--- src/cjq_pkg.sv ---
// ----------------------------------------------------------------------------
// cjq_pkg
// Shared types and constants of the coalescing job queue: request kinds,
// status codes, configuration indexes, queue entry and result layouts, and the
// command and status groups between the controller and the datapath.
// ----------------------------------------------------------------------------
package cjq_pkg;

    localparam int QUEUE_DEPTH_DEF = 16;
    localparam int TYPE_COUNT_MAX  = 16;

    localparam int KIND_W   = 4;
    localparam int TYPE_W   = 4;
    localparam int HANDLE_W = 16;
    localparam int ID_W     = 32;
    localparam int STATUS_W = 3;
    localparam int TCNT_W   = 5;
    localparam int MASK_W   = 16;
    localparam int LIMIT_W  = 32;
    localparam int CFG_W    = 32;
    localparam int CFG_IDX_W = 2;

    // Request kinds.
    localparam logic [KIND_W-1:0] K_SCHEDULE   = 4'd0;
    localparam logic [KIND_W-1:0] K_PRIORITIZE = 4'd1;
    localparam logic [KIND_W-1:0] K_CANCEL     = 4'd2;
    localparam logic [KIND_W-1:0] K_CANCEL_ALL = 4'd3;
    localparam logic [KIND_W-1:0] K_START_NEXT = 4'd4;
    localparam logic [KIND_W-1:0] K_COMPLETE   = 4'd5;
    localparam logic [KIND_W-1:0] K_QUERY_FIN  = 4'd6;
    localparam logic [KIND_W-1:0] K_SYNC       = 4'd7;
    localparam logic [KIND_W-1:0] K_STALL      = 4'd8;
    localparam logic [KIND_W-1:0] K_TICK       = 4'd9;

    // Status codes.
    localparam logic [STATUS_W-1:0] ST_OK       = 3'd0;
    localparam logic [STATUS_W-1:0] ST_BADTYPE  = 3'd1;
    localparam logic [STATUS_W-1:0] ST_NOTFOUND = 3'd2;
    localparam logic [STATUS_W-1:0] ST_EMPTY    = 3'd3;
    localparam logic [STATUS_W-1:0] ST_FULL     = 3'd4;

    // Configuration register indexes.
    localparam logic [CFG_IDX_W-1:0] CFG_TYPE_COUNT = 2'd0;
    localparam logic [CFG_IDX_W-1:0] CFG_OW_MASK    = 2'd1;
    localparam logic [CFG_IDX_W-1:0] CFG_STALL_LIM  = 2'd2;

    typedef struct packed {
        logic [ID_W-1:0]     id;
        logic [TYPE_W-1:0]   jtype;
        logic [HANDLE_W-1:0] handle;
    } entry_t;

    // Result layout, listed from the top bit down.
    typedef struct packed {
        logic                stalled;
        logic [ID_W-1:0]     wait_target;
        logic                finished;
        logic [HANDLE_W-1:0] freed_handle;
        logic                freed_valid;
        logic [HANDLE_W-1:0] result_handle;
        logic [TYPE_W-1:0]   result_type;
        logic [ID_W-1:0]     result_id;
        logic [STATUS_W-1:0] status;
    } result_t;

    localparam int RESULT_W = $bits(result_t);

    // Datapath operations issued by the controller, one per cycle.
    typedef enum logic [4:0] {
        OP_NONE,
        OP_LOAD,
        OP_READ,
        OP_NEXT,
        OP_BADTYPE,
        OP_OVERWRITE,
        OP_FULL,
        OP_APPEND,
        OP_NOTFOUND,
        OP_HOLD,
        OP_READ_M1,
        OP_WRITE_DEC,
        OP_PLACE,
        OP_CANCEL_HIT,
        OP_READ_P1,
        OP_WRITE_INC,
        OP_POP_END,
        OP_CLEAR_ALL,
        OP_EMPTY,
        OP_START,
        OP_COMPLETE,
        OP_FIN_NONE,
        OP_SYNC_RUN,
        OP_SYNC_POS,
        OP_SYNC_MISS,
        OP_STALL,
        OP_TICK,
        OP_EMIT
    } dp_op_t;

    typedef struct packed {
        logic [KIND_W-1:0] kind;
        logic              bad_type;
        logic              ow_bit;
        logic              empty;
        logic              full;
        logic              match;
        logic              idx_last;
        logic              idx_gt_pp;
        logic              run_match;
        logic              out_valid;
    } dp_stat_t;

endpackage

--- src/cjq_ctrl.sv ---
// ----------------------------------------------------------------------------
// cjq_ctrl
// Sequencer of the job queue: decodes each request and walks the datapath
// through searches, entry moves and the result hand-off.
// ----------------------------------------------------------------------------
module cjq_ctrl
(
    input  logic              clk,
    input  logic              rst_n,
    input  logic              s_tvalid,
    output logic              s_tready,
    input  logic              m_tready,
    input  cjq_pkg::dp_stat_t stat,
    output cjq_pkg::dp_op_t   op
);

    typedef enum logic [9:0] {
        S_IDLE     = 10'b00_0000_0001,
        S_DISPATCH = 10'b00_0000_0010,
        S_SRD      = 10'b00_0000_0100,
        S_SCMP     = 10'b00_0000_1000,
        S_PRI_RD   = 10'b00_0001_0000,
        S_PRI_WR   = 10'b00_0010_0000,
        S_REM_CHK  = 10'b00_0100_0000,
        S_REM_WR   = 10'b00_1000_0000,
        S_START    = 10'b01_0000_0000,
        S_FIN      = 10'b10_0000_0000
    } state_t;

    state_t state_reg, state_next;

    // Outcome of a request whose search finds nothing, or that needs no search.
    function automatic cjq_pkg::dp_op_t miss_op(input logic [cjq_pkg::KIND_W-1:0] kind,
                                                input logic full);
        cjq_pkg::dp_op_t r;
        r = cjq_pkg::OP_NONE;
        case (kind)
            cjq_pkg::K_SCHEDULE:  r = full ? cjq_pkg::OP_FULL : cjq_pkg::OP_APPEND;
            cjq_pkg::K_QUERY_FIN: r = cjq_pkg::OP_FIN_NONE;
            cjq_pkg::K_SYNC:      r = cjq_pkg::OP_SYNC_MISS;
            default:              r = cjq_pkg::OP_NOTFOUND;
        endcase
        return r;
    endfunction

    assign s_tready = (state_reg == S_IDLE);

    always_comb
    begin
        state_next = state_reg;
        op         = cjq_pkg::OP_NONE;
        case (state_reg)
            S_IDLE:
            begin
                if (s_tvalid)
                begin
                    op         = cjq_pkg::OP_LOAD;
                    state_next = S_DISPATCH;
                end
            end
            S_DISPATCH:
            begin
                state_next = S_FIN;
                case (stat.kind)
                    cjq_pkg::K_SCHEDULE:
                    begin
                        if (stat.bad_type)
                            op = cjq_pkg::OP_BADTYPE;
                        else if (stat.ow_bit && !stat.empty)
                            state_next = S_SRD;
                        else
                            op = miss_op(stat.kind, stat.full);
                    end
                    cjq_pkg::K_PRIORITIZE, cjq_pkg::K_CANCEL, cjq_pkg::K_QUERY_FIN:
                    begin
                        if (stat.empty)
                            op = miss_op(stat.kind, stat.full);
                        else
                            state_next = S_SRD;
                    end
                    cjq_pkg::K_SYNC:
                    begin
                        if (stat.run_match)
                            op = cjq_pkg::OP_SYNC_RUN;
                        else if (stat.empty)
                            op = cjq_pkg::OP_SYNC_MISS;
                        else
                            state_next = S_SRD;
                    end
                    cjq_pkg::K_CANCEL_ALL: op = cjq_pkg::OP_CLEAR_ALL;
                    cjq_pkg::K_START_NEXT:
                    begin
                        if (stat.empty)
                            op = cjq_pkg::OP_EMPTY;
                        else
                        begin
                            op         = cjq_pkg::OP_READ;
                            state_next = S_START;
                        end
                    end
                    cjq_pkg::K_COMPLETE: op = cjq_pkg::OP_COMPLETE;
                    cjq_pkg::K_STALL:    op = cjq_pkg::OP_STALL;
                    cjq_pkg::K_TICK:     op = cjq_pkg::OP_TICK;
                    default:             op = cjq_pkg::OP_NONE;
                endcase
            end
            S_SRD:
            begin
                op         = cjq_pkg::OP_READ;
                state_next = S_SCMP;
            end
            S_SCMP:
            begin
                state_next = S_FIN;
                if (stat.match)
                begin
                    case (stat.kind)
                        cjq_pkg::K_SCHEDULE: op = cjq_pkg::OP_OVERWRITE;
                        cjq_pkg::K_PRIORITIZE:
                        begin
                            if (stat.idx_gt_pp)
                            begin
                                op         = cjq_pkg::OP_HOLD;
                                state_next = S_PRI_RD;
                            end
                        end
                        cjq_pkg::K_CANCEL:
                        begin
                            op         = cjq_pkg::OP_CANCEL_HIT;
                            state_next = S_REM_CHK;
                        end
                        cjq_pkg::K_SYNC: op = cjq_pkg::OP_SYNC_POS;
                        default:         op = cjq_pkg::OP_NONE;
                    endcase
                end
                else if (stat.idx_last)
                    op = miss_op(stat.kind, stat.full);
                else
                begin
                    op         = cjq_pkg::OP_NEXT;
                    state_next = S_SRD;
                end
            end
            S_PRI_RD:
            begin
                if (stat.idx_gt_pp)
                begin
                    op         = cjq_pkg::OP_READ_M1;
                    state_next = S_PRI_WR;
                end
                else
                begin
                    op         = cjq_pkg::OP_PLACE;
                    state_next = S_FIN;
                end
            end
            S_PRI_WR:
            begin
                op         = cjq_pkg::OP_WRITE_DEC;
                state_next = S_PRI_RD;
            end
            S_REM_CHK:
            begin
                if (stat.idx_last)
                begin
                    op         = cjq_pkg::OP_POP_END;
                    state_next = S_FIN;
                end
                else
                begin
                    op         = cjq_pkg::OP_READ_P1;
                    state_next = S_REM_WR;
                end
            end
            S_REM_WR:
            begin
                op         = cjq_pkg::OP_WRITE_INC;
                state_next = S_REM_CHK;
            end
            S_START:
            begin
                op         = cjq_pkg::OP_START;
                state_next = S_REM_CHK;
            end
            S_FIN:
            begin
                if (!stat.out_valid || m_tready)
                begin
                    op         = cjq_pkg::OP_EMIT;
                    state_next = S_IDLE;
                end
            end
            default: state_next = S_IDLE;
        endcase
    end

    always_ff @(posedge clk or negedge rst_n)
    begin
        if (!rst_n)
            state_reg <= S_IDLE;
        else
            state_reg <= state_next;
    end

endmodule

--- src/cjq_dp.sv ---
// ----------------------------------------------------------------------------
// cjq_dp
// Datapath of the job queue: entry memory, queue counters, worker state,
// configuration registers and the result and output registers.
// ----------------------------------------------------------------------------
module cjq_dp
#(
    parameter int QUEUE_DEPTH = cjq_pkg::QUEUE_DEPTH_DEF
)
(
    input  logic                              clk,
    input  logic                              rst_n,
    input  cjq_pkg::dp_op_t                   op,
    output cjq_pkg::dp_stat_t                 stat,
    input  logic [cjq_pkg::KIND_W-1:0]        in_kind,
    input  logic [cjq_pkg::TYPE_W-1:0]        in_type,
    input  logic [cjq_pkg::HANDLE_W-1:0]      in_handle,
    input  logic [cjq_pkg::ID_W-1:0]          in_id,
    input  logic                              cfg_we,
    input  logic [cjq_pkg::CFG_IDX_W-1:0]     cfg_index,
    input  logic [cjq_pkg::CFG_W-1:0]         cfg_data,
    input  logic                              m_tready,
    output logic                              out_valid,
    output cjq_pkg::result_t                  out_data
);

    localparam int AW = $clog2(QUEUE_DEPTH);
    localparam int CW = $clog2(QUEUE_DEPTH + 1);

    cjq_pkg::entry_t mem [QUEUE_DEPTH];
    cjq_pkg::entry_t rd_data_reg, hold_reg, wr_data;
    logic            rd_en, wr_en;
    logic [AW-1:0]   rd_addr, wr_addr;

    logic [cjq_pkg::KIND_W-1:0]   kind_reg;
    logic [cjq_pkg::TYPE_W-1:0]   type_reg;
    logic [cjq_pkg::HANDLE_W-1:0] handle_reg;
    logic [cjq_pkg::ID_W-1:0]     id_reg;

    logic [AW-1:0] idx_reg, idx_next;
    logic [CW-1:0] cnt_reg, cnt_next, pp_reg, pp_next;
    logic [cjq_pkg::ID_W-1:0] started_reg, started_next, completed_reg, completed_next;
    logic [cjq_pkg::ID_W-1:0] run_id_reg, run_id_next;
    logic                     running_reg, running_next;
    logic [cjq_pkg::LIMIT_W-1:0] elapsed_reg, elapsed_next;

    logic [cjq_pkg::TCNT_W-1:0]  type_count_reg;
    logic [cjq_pkg::MASK_W-1:0]  ow_mask_reg;
    logic [cjq_pkg::LIMIT_W-1:0] stall_limit_reg;

    cjq_pkg::result_t res_reg, res_next;
    logic             out_valid_reg;

    logic [CW-1:0] idx_w;
    assign idx_w = CW'(idx_reg);

    assign stat.kind      = kind_reg;
    assign stat.bad_type  = ({1'b0, type_reg} >= type_count_reg)
                          || ({3'b000, type_reg} >= 7'(cjq_pkg::TYPE_COUNT_MAX));
    assign stat.ow_bit    = ow_mask_reg[type_reg];
    assign stat.empty     = (cnt_reg == '0);
    assign stat.full      = (cnt_reg == CW'(QUEUE_DEPTH));
    assign stat.match     = (kind_reg == cjq_pkg::K_SCHEDULE) ? (rd_data_reg.jtype == type_reg)
                                                               : (rd_data_reg.id == id_reg);
    assign stat.idx_last  = ((idx_w + CW'(1)) >= cnt_reg);
    assign stat.idx_gt_pp = (idx_w > pp_reg);
    assign stat.run_match = running_reg && (run_id_reg == id_reg);
    assign stat.out_valid = out_valid_reg;

    assign out_valid = out_valid_reg;

    always_comb
    begin
        rd_en          = 1'b0;
        rd_addr        = idx_reg;
        wr_en          = 1'b0;
        wr_addr        = idx_reg;
        wr_data        = rd_data_reg;
        idx_next       = idx_reg;
        cnt_next       = cnt_reg;
        pp_next        = pp_reg;
        started_next   = started_reg;
        completed_next = completed_reg;
        run_id_next    = run_id_reg;
        running_next   = running_reg;
        elapsed_next   = elapsed_reg;
        res_next       = res_reg;
        case (op)
            cjq_pkg::OP_LOAD:
            begin
                res_next = '0;
                idx_next = '0;
            end
            cjq_pkg::OP_READ: rd_en = 1'b1;
            cjq_pkg::OP_NEXT: idx_next = idx_reg + AW'(1);
            cjq_pkg::OP_BADTYPE: res_next.status = cjq_pkg::ST_BADTYPE;
            cjq_pkg::OP_OVERWRITE:
            begin
                wr_en                 = 1'b1;
                wr_data.handle        = handle_reg;
                res_next.freed_valid  = 1'b1;
                res_next.freed_handle = rd_data_reg.handle;
                res_next.result_id    = rd_data_reg.id;
            end
            cjq_pkg::OP_FULL: res_next.status = cjq_pkg::ST_FULL;
            cjq_pkg::OP_APPEND:
            begin
                wr_en              = 1'b1;
                wr_addr            = cnt_reg[AW-1:0];
                wr_data.id         = started_reg + cjq_pkg::ID_W'(cnt_reg);
                wr_data.jtype      = type_reg;
                wr_data.handle     = handle_reg;
                res_next.result_id = started_reg + cjq_pkg::ID_W'(cnt_reg);
                cnt_next           = cnt_reg + CW'(1);
            end
            cjq_pkg::OP_NOTFOUND: res_next.status = cjq_pkg::ST_NOTFOUND;
            cjq_pkg::OP_HOLD: ;
            cjq_pkg::OP_READ_M1:
            begin
                rd_en   = 1'b1;
                rd_addr = idx_reg - AW'(1);
            end
            cjq_pkg::OP_WRITE_DEC:
            begin
                wr_en    = 1'b1;
                idx_next = idx_reg - AW'(1);
            end
            cjq_pkg::OP_PLACE:
            begin
                wr_en   = 1'b1;
                wr_addr = pp_reg[AW-1:0];
                wr_data = hold_reg;
                pp_next = pp_reg + CW'(1);
            end
            cjq_pkg::OP_CANCEL_HIT:
            begin
                res_next.freed_valid  = 1'b1;
                res_next.freed_handle = rd_data_reg.handle;
            end
            cjq_pkg::OP_READ_P1:
            begin
                rd_en   = 1'b1;
                rd_addr = idx_reg + AW'(1);
            end
            cjq_pkg::OP_WRITE_INC:
            begin
                wr_en    = 1'b1;
                idx_next = idx_reg + AW'(1);
            end
            cjq_pkg::OP_POP_END: cnt_next = cnt_reg - CW'(1);
            cjq_pkg::OP_CLEAR_ALL: cnt_next = '0;
            cjq_pkg::OP_EMPTY: res_next.status = cjq_pkg::ST_EMPTY;
            cjq_pkg::OP_START:
            begin
                res_next.result_id     = rd_data_reg.id;
                res_next.result_type   = rd_data_reg.jtype;
                res_next.result_handle = rd_data_reg.handle;
                run_id_next            = rd_data_reg.id;
                running_next           = 1'b1;
                elapsed_next           = '0;
                started_next           = started_reg + 32'd1;
                if (pp_reg != '0)
                    pp_next = pp_reg - CW'(1);
            end
            cjq_pkg::OP_COMPLETE:
            begin
                if (running_reg)
                begin
                    completed_next = completed_reg + 32'd1;
                    running_next   = 1'b0;
                    run_id_next    = '0;
                    elapsed_next   = '0;
                end
            end
            cjq_pkg::OP_FIN_NONE: res_next.finished = !stat.run_match;
            cjq_pkg::OP_SYNC_RUN: res_next.wait_target = started_reg;
            cjq_pkg::OP_SYNC_POS:
                res_next.wait_target = started_reg + cjq_pkg::ID_W'(idx_reg) + 32'd1;
            cjq_pkg::OP_SYNC_MISS:
            begin
                res_next.status      = cjq_pkg::ST_NOTFOUND;
                res_next.wait_target = completed_reg;
            end
            cjq_pkg::OP_STALL:
            begin
                if (running_reg && (elapsed_reg > stall_limit_reg))
                begin
                    res_next.stalled   = 1'b1;
                    res_next.result_id = run_id_reg;
                end
            end
            cjq_pkg::OP_TICK:
            begin
                if (running_reg && (elapsed_reg != '1))
                    elapsed_next = elapsed_reg + 32'd1;
            end
            default: ;
        endcase
    end

    // Entry memory: one write and one registered read per cycle.
    always_ff @(posedge clk)
    begin
        if (wr_en)
            mem[wr_addr] <= wr_data;
        if (rd_en)
            rd_data_reg <= mem[rd_addr];
    end

    // Payload registers.
    always_ff @(posedge clk)
    begin
        if (op == cjq_pkg::OP_LOAD)
        begin
            kind_reg   <= in_kind;
            type_reg   <= in_type;
            handle_reg <= in_handle;
            id_reg     <= in_id;
        end
        if (op == cjq_pkg::OP_HOLD)
            hold_reg <= rd_data_reg;
        idx_reg <= idx_next;
        res_reg <= res_next;
        if (op == cjq_pkg::OP_EMIT)
            out_data <= res_reg;
    end

    always_ff @(posedge clk or negedge rst_n)
    begin
        if (!rst_n)
        begin
            cnt_reg         <= '0;
            pp_reg          <= '0;
            started_reg     <= '0;
            completed_reg   <= '0;
            run_id_reg      <= '0;
            running_reg     <= 1'b0;
            elapsed_reg     <= '0;
            out_valid_reg   <= 1'b0;
            type_count_reg  <= '0;
            ow_mask_reg     <= '0;
            stall_limit_reg <= '1;
        end
        else
        begin
            cnt_reg       <= cnt_next;
            pp_reg        <= pp_next;
            started_reg   <= started_next;
            completed_reg <= completed_next;
            run_id_reg    <= run_id_next;
            running_reg   <= running_next;
            elapsed_reg   <= elapsed_next;
            if (op == cjq_pkg::OP_EMIT)
                out_valid_reg <= 1'b1;
            else if (m_tready)
                out_valid_reg <= 1'b0;
            if (cfg_we)
            begin
                case (cfg_index)
                    cjq_pkg::CFG_TYPE_COUNT: type_count_reg  <= cfg_data[cjq_pkg::TCNT_W-1:0];
                    cjq_pkg::CFG_OW_MASK:    ow_mask_reg     <= cfg_data[cjq_pkg::MASK_W-1:0];
                    cjq_pkg::CFG_STALL_LIM:  stall_limit_reg <= cfg_data;
                    default: ;
                endcase
            end
        end
    end

`ifndef SYNTH
    // The pending count never exceeds the queue depth.
    a_cnt_bound: assert property (@(posedge clk) disable iff (!rst_n)
        cnt_reg <= CW'(QUEUE_DEPTH))
        else $error("pending count beyond queue depth");

    // The promotion position always addresses a real entry slot.
    a_pp_bound: assert property (@(posedge clk) disable iff (!rst_n)
        pp_reg < CW'(QUEUE_DEPTH))
        else $error("promotion position out of range");

    // An idle worker carries no id and no elapsed time.
    a_idle_clean: assert property (@(posedge clk) disable iff (!rst_n)
        !running_reg |-> (elapsed_reg == '0 && run_id_reg == '0))
        else $error("idle worker holds stale state");

    // An append always grows the queue by one entry.
    a_append_grow: assert property (@(posedge clk) disable iff (!rst_n)
        op == cjq_pkg::OP_APPEND |=> cnt_reg == $past(cnt_reg) + CW'(1))
        else $error("append did not grow the queue");
`endif

endmodule

--- src/coalescing_job_queue_top.sv ---
// ----------------------------------------------------------------------------
// coalescing_job_queue_top
// Ordered pending-job queue with type coalescing, priority promotion and a
// single-worker stall timer.
// ----------------------------------------------------------------------------
// Each request on the slave stream yields exactly one result on the master
// stream. Requests are handled one at a time. Simple requests (cancel-all,
// start on an empty queue, complete, stall check, tick, and a schedule that
// needs no search) go from acceptance through the dispatch state straight to
// the result state, after which the controller returns to idle for the next
// request. Requests that look up a queued job walk the entry memory with a
// read state and a compare state per entry examined, because the single read
// port returns registered data. Prioritize, cancel and start move each
// shifted entry with a read state and a write state, so the worst case is a
// prioritize that finds its job in the last slot of a full queue. A finished
// result sits in an output register while the next request is already
// accepted and worked on; only the hand-off of the following result waits
// for the downstream side. The entry memory has no reset; an entry is only
// ever read after it has been written.
// ----------------------------------------------------------------------------
module coalescing_job_queue_top
#(
    parameter int QUEUE_DEPTH = cjq_pkg::QUEUE_DEPTH_DEF
)
(
    input  logic                          clk,
    input  logic                          rst_n,

    input  logic                          s_tvalid,
    output logic                          s_tready,
    // Fields from bit 0: job_type[3:0], data_handle[19:4], job_id[51:20],
    // zero padding[55:52].
    input  logic [55:0]                   s_tdata,
    // Fields from bit 0: kind[3:0].
    input  logic [3:0]                    s_tuser,

    output logic                          m_tvalid,
    input  logic                          m_tready,
    // Fields from bit 0: status[2:0], result_id[34:3], result_type[38:35],
    // result_handle[54:39], freed_valid[55], freed_handle[71:56],
    // finished[72], wait_target[104:73], stalled[105], zero padding[111:106].
    output logic [111:0]                  m_tdata,

    input  logic                          cfg_we,
    input  logic [cjq_pkg::CFG_IDX_W-1:0] cfg_index,
    input  logic [cjq_pkg::CFG_W-1:0]     cfg_data
);

    cjq_pkg::dp_op_t   op;
    cjq_pkg::dp_stat_t stat;
    cjq_pkg::result_t  out_data;

    cjq_ctrl u_ctrl
    (
        .clk      (clk),
        .rst_n    (rst_n),
        .s_tvalid (s_tvalid),
        .s_tready (s_tready),
        .m_tready (m_tready),
        .stat     (stat),
        .op       (op)
    );

    cjq_dp
    #(
        .QUEUE_DEPTH (QUEUE_DEPTH)
    )
    u_dp
    (
        .clk       (clk),
        .rst_n     (rst_n),
        .op        (op),
        .stat      (stat),
        .in_kind   (s_tuser),
        .in_type   (s_tdata[3:0]),
        .in_handle (s_tdata[19:4]),
        .in_id     (s_tdata[51:20]),
        .cfg_we    (cfg_we),
        .cfg_index (cfg_index),
        .cfg_data  (cfg_data),
        .m_tready  (m_tready),
        .out_valid (m_tvalid),
        .out_data  (out_data)
    );

    // The result struct is declared top bit first, so it packs from status up.
    assign m_tdata = {{(112 - cjq_pkg::RESULT_W){1'b0}}, out_data};

endmodule

--- config.mk ---
export PLATFORM = sky130hd
export DESIGN_NAME = coalescing_job_queue_top
export DESIGN_NICKNAME = d
export VERILOG_FILES = /design/src/cjq_pkg.sv /design/src/cjq_ctrl.sv /design/src/cjq_dp.sv /design/src/coalescing_job_queue_top.sv
export SDC_FILE = /design/constraint.sdc
export NUM_CORES = 2
export LEC_CHECK = 0
export CAP_MARGIN = 20
export CORE_MARGIN = 2
export CORE_UTILIZATION = 25
export DETAILED_ROUTE_END_ITERATION = 10
export DONT_BUFFER_PORTS = 1
export GPL_ROUTABILITY_DRIVEN = 1
export HOLD_SLACK_MARGIN = 0.06
export SETUP_SLACK_MARGIN = 0.05
export SLEW_MARGIN = 20
export SYNTH_ARGS = -nofsm -noshare
export SYNTH_HDL_FRONTEND = slang
export SYNTH_SLANG_ARGS = --single-unit
export TNS_END_PERCENT = 10
--- constraint.sdc ---
create_clock -name clk -period 36.8 [get_ports clk]
set_input_delay 7.36 -clock clk [delete_from_list [all_inputs] [get_ports clk]]
set_output_delay 7.36 -clock clk [all_outputs]
set_load 0.01 [all_outputs]
Yosys cells after proc, flatten, opt, wreduce, memory -nomap -nowiden
Memory sizes are Yosys's and may differ from the RTL's. A register that Yosys moved wholly into a read port is not among the register bits.
Cells that the tools add are included.
W data, S select, Z words.
{ "op_classes": {"addsub": 13, "magnitude_cmp": 5, "eq_ne": 59, "mux": 65, "n_reduce_logical": 44} }
{ "op_table": {"columns": ["cell", "n"], "rows": [
  ["$pmux W32 S4", 2],
  ["$add A32 B1 Y32 const B", 4],
  ["$mux W10", 12],
  ["$mux W32", 3],
  ["$pmux W32 S3", 1],
  ["$pmux W10 S9", 1],
  ["$pmux W36 S2", 1],
  ["$eq A5 B5 Y1 const B", 13],
  ["$eq A32 B32 Y1", 2],
  ["$pmux W32 S2", 1],
  ["$mux W5", 12],
  ["$pmux W5 S10", 1],
  ["$eq A5 B4 Y1 const B", 8],
  ["$pmux W10 S4", 1],
  ["$pmux W20 S2", 1],
  ["$pmux W5 S8", 1],
  ["$pmux W17 S2", 1],
  ["$add A32 B4 Y32", 1],
  ["$add A32 B5 Y32", 1],
  ["$gt A32 B32 Y1", 1],
  ["$ne A32 B32 Y1 const B", 1],
  ["$pmux W16 S2", 1],
  ["$pmux W5 S3", 2],
  ["$eq A5 B3 Y1 const B", 4],
  ["56 further kinds", 110]
]} }
{ "totals": {"reg_bits": 527, "ram_bits": 832, "inputBits": 99, "out_inout_bits": 114, "wordCells": 225, "mem_count": 1} }
{ "memory_table": {"columns": ["memory", "words", "width", "rd", "rd_ports_with_merged_regs", "write_ports", "line", "text"], "rows": [
  ["u_dp.mem", 16, 52, 1, 1, 1, "cjq_dp.sv:30", "cjq_pkg::entry_t mem [QUEUE_DEPTH];"]
]} }

Longest topological paths before layout
{ "logic_depth": {"ltp_word": 12, "ltp_mapped": 18, "depth_no_buf": 15} }

Cells and area by module
Synthesis repeated with hierarchy kept, for this count alone.
{ "unflattened": {"cells_unflattened": 4062, "hier_area_um2": 62276.0} }
{ "by_module_without_submodules": {"columns": ["module", "instances", "cells_per_inst", "area_each_um2", "seq_area_each_um2"], "rows": [
  ["cjq_dp", 1, 3884, 60996.0, 41144.5],
  ["cjq_ctrl", 1, 171, 1231.2, 251.5],
  ["coalescing_job_queue_top", 1, 7, 48.8, 0.0]
]} }

Worst setup path after synthesis
No wires, ideal clock.
{ "synth_path": {"path_type": "input to register", "startpoint": "in m_tready", "endpoint": "mem u_dp.mem[10][0] (netlist name) (enable)", "setup_ns": 0.592, "arrival_ns": 20.412, "path_slack_ns": 15.796, "stages": 10, "n_path_buf": 1, "path_cell_list": "nand2b_1 nor4b_2 or2_2 or3_1 a211oi_1 nor4_1 a21oi_1 clkbuf_1 a221o_1 nor4_1"} }
{ "synth_via": {"elab_chain_len": 8, "word_cells_on_any_way": 13} }
{ "synth_rtl": {"columns": ["item", "line", "text"], "rows": [
  ["start, declared", "coalescing_job_queue_top.sv:38", "input logic m_tready,"],
  ["$logic_or A1 B1 Y1 *", "cjq_ctrl.sv:187", "if (!stat.out_valid || m_tready)"],
  ["$mux W5 *", "cjq_ctrl.sv:187", null],
  ["$pmux W5 S10 *", "cjq_ctrl.sv:52", "case (state_reg)"],
  ["$eq A5 B4 Y1 or $eq A5 B3 Y1 (tied branches)", "cjq_dp.sv:88", "case (op)"],
  ["$reduce_or A5 Y1 (no source line)", null, null],
  ["$mux W1", "cjq_dp.sv:88", null],
  ["$mux W1", "cjq_dp.sv:204", "if (wr_en)"],
  ["$mux W1 (implied by the code)", "cjq_dp.sv:205", "mem[wr_addr] <= wr_data;"],
  ["end, declared", "cjq_dp.sv:30", null]
]} }
Every way passes the cells marked *; elsewhere a longest branch is shown, timed or not.

Worst setup path after layout
{ "layout_path": {"startpoint": "in m_tready", "endpoint": "mem u_dp.mem[15][10] (netlist name) (enable)"} }
The elaborated chain is that of the path after synthesis.

==> results.toml <==
[outcome]
status = "complete, no violations"

[placement]
placed_area_sq_mm = 0.0627
numPortBuffers = 0
place_ws_ns = 23.91
dpl.hpwl_microns = 99100
gp_congestion = 0.851

[grt]
antenna_found_initial = 32
grt_max_degree = 204
overflow = 0
grt_use_total = 0.134
grt_pass1_wl_microns = 232000
grt_pass1_vias = 32300

[timing]
hold_violations = 0
final.period_utilization = 0.330
tightest_slew_ns = 1.23
setup_viol = 0
slew_viol_final = 0
slew_headroom = 0.173
rsz0062_at_grt = "no"
period_minus_slack_ns = 12.16
fin_skew_ns = 0.0491
fin_tns_setup_ns = 0
fmax_mhz = 82.2
postLayoutSetupSlackWorst_ns = 24.64

[cells_and_area]
fin_area_sq_mm = 0.0676
largest_register_ffs = 832
nets = 3826
layout-drive-gt1-share = 0.177
areaGrowthSynthToFinish_pct = 15.2
final_util = 0.290
fillCellCount = 23100

[power_and_ir_drop]
ir_drop_v = 0.0000423
pwr_density_cell_mw_per_mm2 = 57.5
p_leak_nw = 22.3

[floorplan]
die_w_microns = 489
start_util = 0.252
ios = 213
core_sq_mm = 0.233
num_rows = 177
dieArea_sq_mm = 0.239
die_h_microns = 489

[synth]
synthMostInstantiatedCell = "edfxtp_1"
syn_inst = 3612
synth_cell_types = 88
synthFlopType = "edfxtp_1"
synthArstFlopShare = 0.144
yosysTopAreaCell = "edfxtp_1"
synth_edf_count = 1208
synth-seq-cells = 1411
yosysSeqAreaShare = 0.705
synthTopCellsByArea = "edfxtp_1 (62%), mux4_2 (8.1%), dfrtp_1 (7.2%)"
synth_top_area_share = 0.618
yosys_warnings = 0
syn_area_per_cell_sq_um = 16.3
syn_area_sq_mm = 0.0587
yosys-top-cells-count = "edfxtp_1 (1208), nand2_1 (290), mux4_2 (212)"

[clocking]
post_cts_resized = 0
cts_made_buffers = 146
cts_tree = "yes"
cts_hold_buf = 0
cts.clk_slew.worst_paths_ns = 0.06
clk_latency_ns = 0.80
ctsLongestPathBuffers = 3
cts_setup_buffers = 0
cts_sinks = 1411
htree_levels = 4
clock-root-buffer = "clkbuf_16"

[route]
wl_per_cell_microns = 23.5
firstDrtPassIters = 8
wl_microns = 162000
ant_nets = 0
num_vias = 32900
drt-initial-drc-count = 3578
drc = 0
avgViaCountPerCell = 4.76

[critical_path]
critPathTopFamily = "simple AND/OR/NAND/NOR gates"
critPathBufInv = 4
cp_slowest_cell = "a21oi_2"
crit_path_start_kind = "input port"
cpPeakStageDelay_ns = 1.03
critPathArrivalTime_ns = 12.56
setup.worst_path.class = "input port to flop"
crit_chain = "nand2b_1 > nor4b_4 > buf_4 > or2_2 > nor4_1 > o21ai_1 > or2_2 > a21oi_2 > a221oi_1 > buf_4 > nor4_2 > buf_4 > buf_4"
critPathCaptureType = "flop"
crit_fanout = 42
critPathMostFrequentCell = "buf_4"
required_ns = 37.20

[job]
drv_cap = 0

[min_path]
holdCritPathClass = "flop to flop"
## path summary, 6_finish.rpt
| path | from | endpoint | slack (ns) | depth (start not counted) |
|---|---|---|---|---|
| min reg2reg | u_dp.res_reg[28] | u_dp.out_data[28] | 0.41 | 0 |
| min | u_dp.res_reg[28] | u_dp.out_data[28] | 0.41 | 0 |
| max reg2reg | u_dp.idx_reg[1] | u_dp.mem[15][10] | 29.49 | 15 |
| min in group asynchronous | rst_n | u_ctrl.state_reg[6] | 6.26 | 0 |
| max in group asynchronous | rst_n | u_dp.stall_limit_reg[0] | 30.26 | 0 |
| max | m_tready | u_dp.mem[15][10] | 24.64 | 13 |
## cells in the final DEF, fill, tap and decap left out, drive strengths merged, types with 14 or more instances in the layout
master,synthesis,layout
a211oi,63,63
a21o,14,14
a21oi,109,109
a221o,42,42
a22oi,34,34
and2,44,44
and3,27,27
buf,69,82
clkbuf,121,186
clkinv,1,59
dfrtp,170,170
dfstp,33,33
edfxtp,1208,1208
ha,65,65
inv,85,95
mux2,53,53
mux2i,59,59
mux4,212,212
nand2,290,290
nand3,66,66
nand4,48,48
nor2,142,142
nor2b,64,64
nor3,45,45
nor4,45,45
o21ai,93,93
o31ai,21,21
or3,20,20
or4,16,16
xnor2,132,132
xor2,67,67
## through the flow
step,std cells,total power [mW],hold slack (ns)
final,6925,3.89,0.413
after global routing,6918,4.03,0.421
after CTS,6912,3.92,0.417
after detailed placement,6640,2.44,0.405
after global placement,6640,2.43,0.405
after floorplan,3617,2.27,0.400
## layout make-up
type	instances	area, sq um	share of cell area
timing repair buffer	83	636	0.00940
clock buffer	185	3910	0.0579
tap	3132	3920	0.0580
clock inverter	87	913	0.0135
antenna	11	27.5	0.000407
sequential	1411	41400	0.612
inverter	86	324	0.00479
multi-input combinational	1930	16500	0.244
## cells by family (layout without fill, tap and decap cells)
kind of cell / Yosys count / count (layout) / synth area share
and+or+nand+nor: 866 / 866 / 0.0752
buffers and inverters: 276 / 441 / 0.0192
xor gates and xnor gates: 199 / 199 / 0.0297
muxes: 324 / 324 / 0.102
AOI/OAI and AO/OA: 466 / 466 / 0.0540
other: 1 / 17 / 0.0000639
DFF: 1411 / 1411 / 0.705
adders and majority gates: 69 / 69 / 0.0152
## routing by layer
layer | routed length [microns] | GRT usage | share of wire
met5 | 115 | 0 | 0.00071
met4 | 5780 | 0.0493 | 0.036
met3 | 13100 | 0.0296 | 0.081
met2 | 76500 | 0.217 | 0.47
met1 | 67000 | 0.175 | 0.41
## power by group
part / switching (mW) / internal (mW)
Combinational: 0.287 / 0.198
Sequential: 0.0652 / 1.85
Clock: 0.638 / 0.848
(Power assumes the default switching activity.)
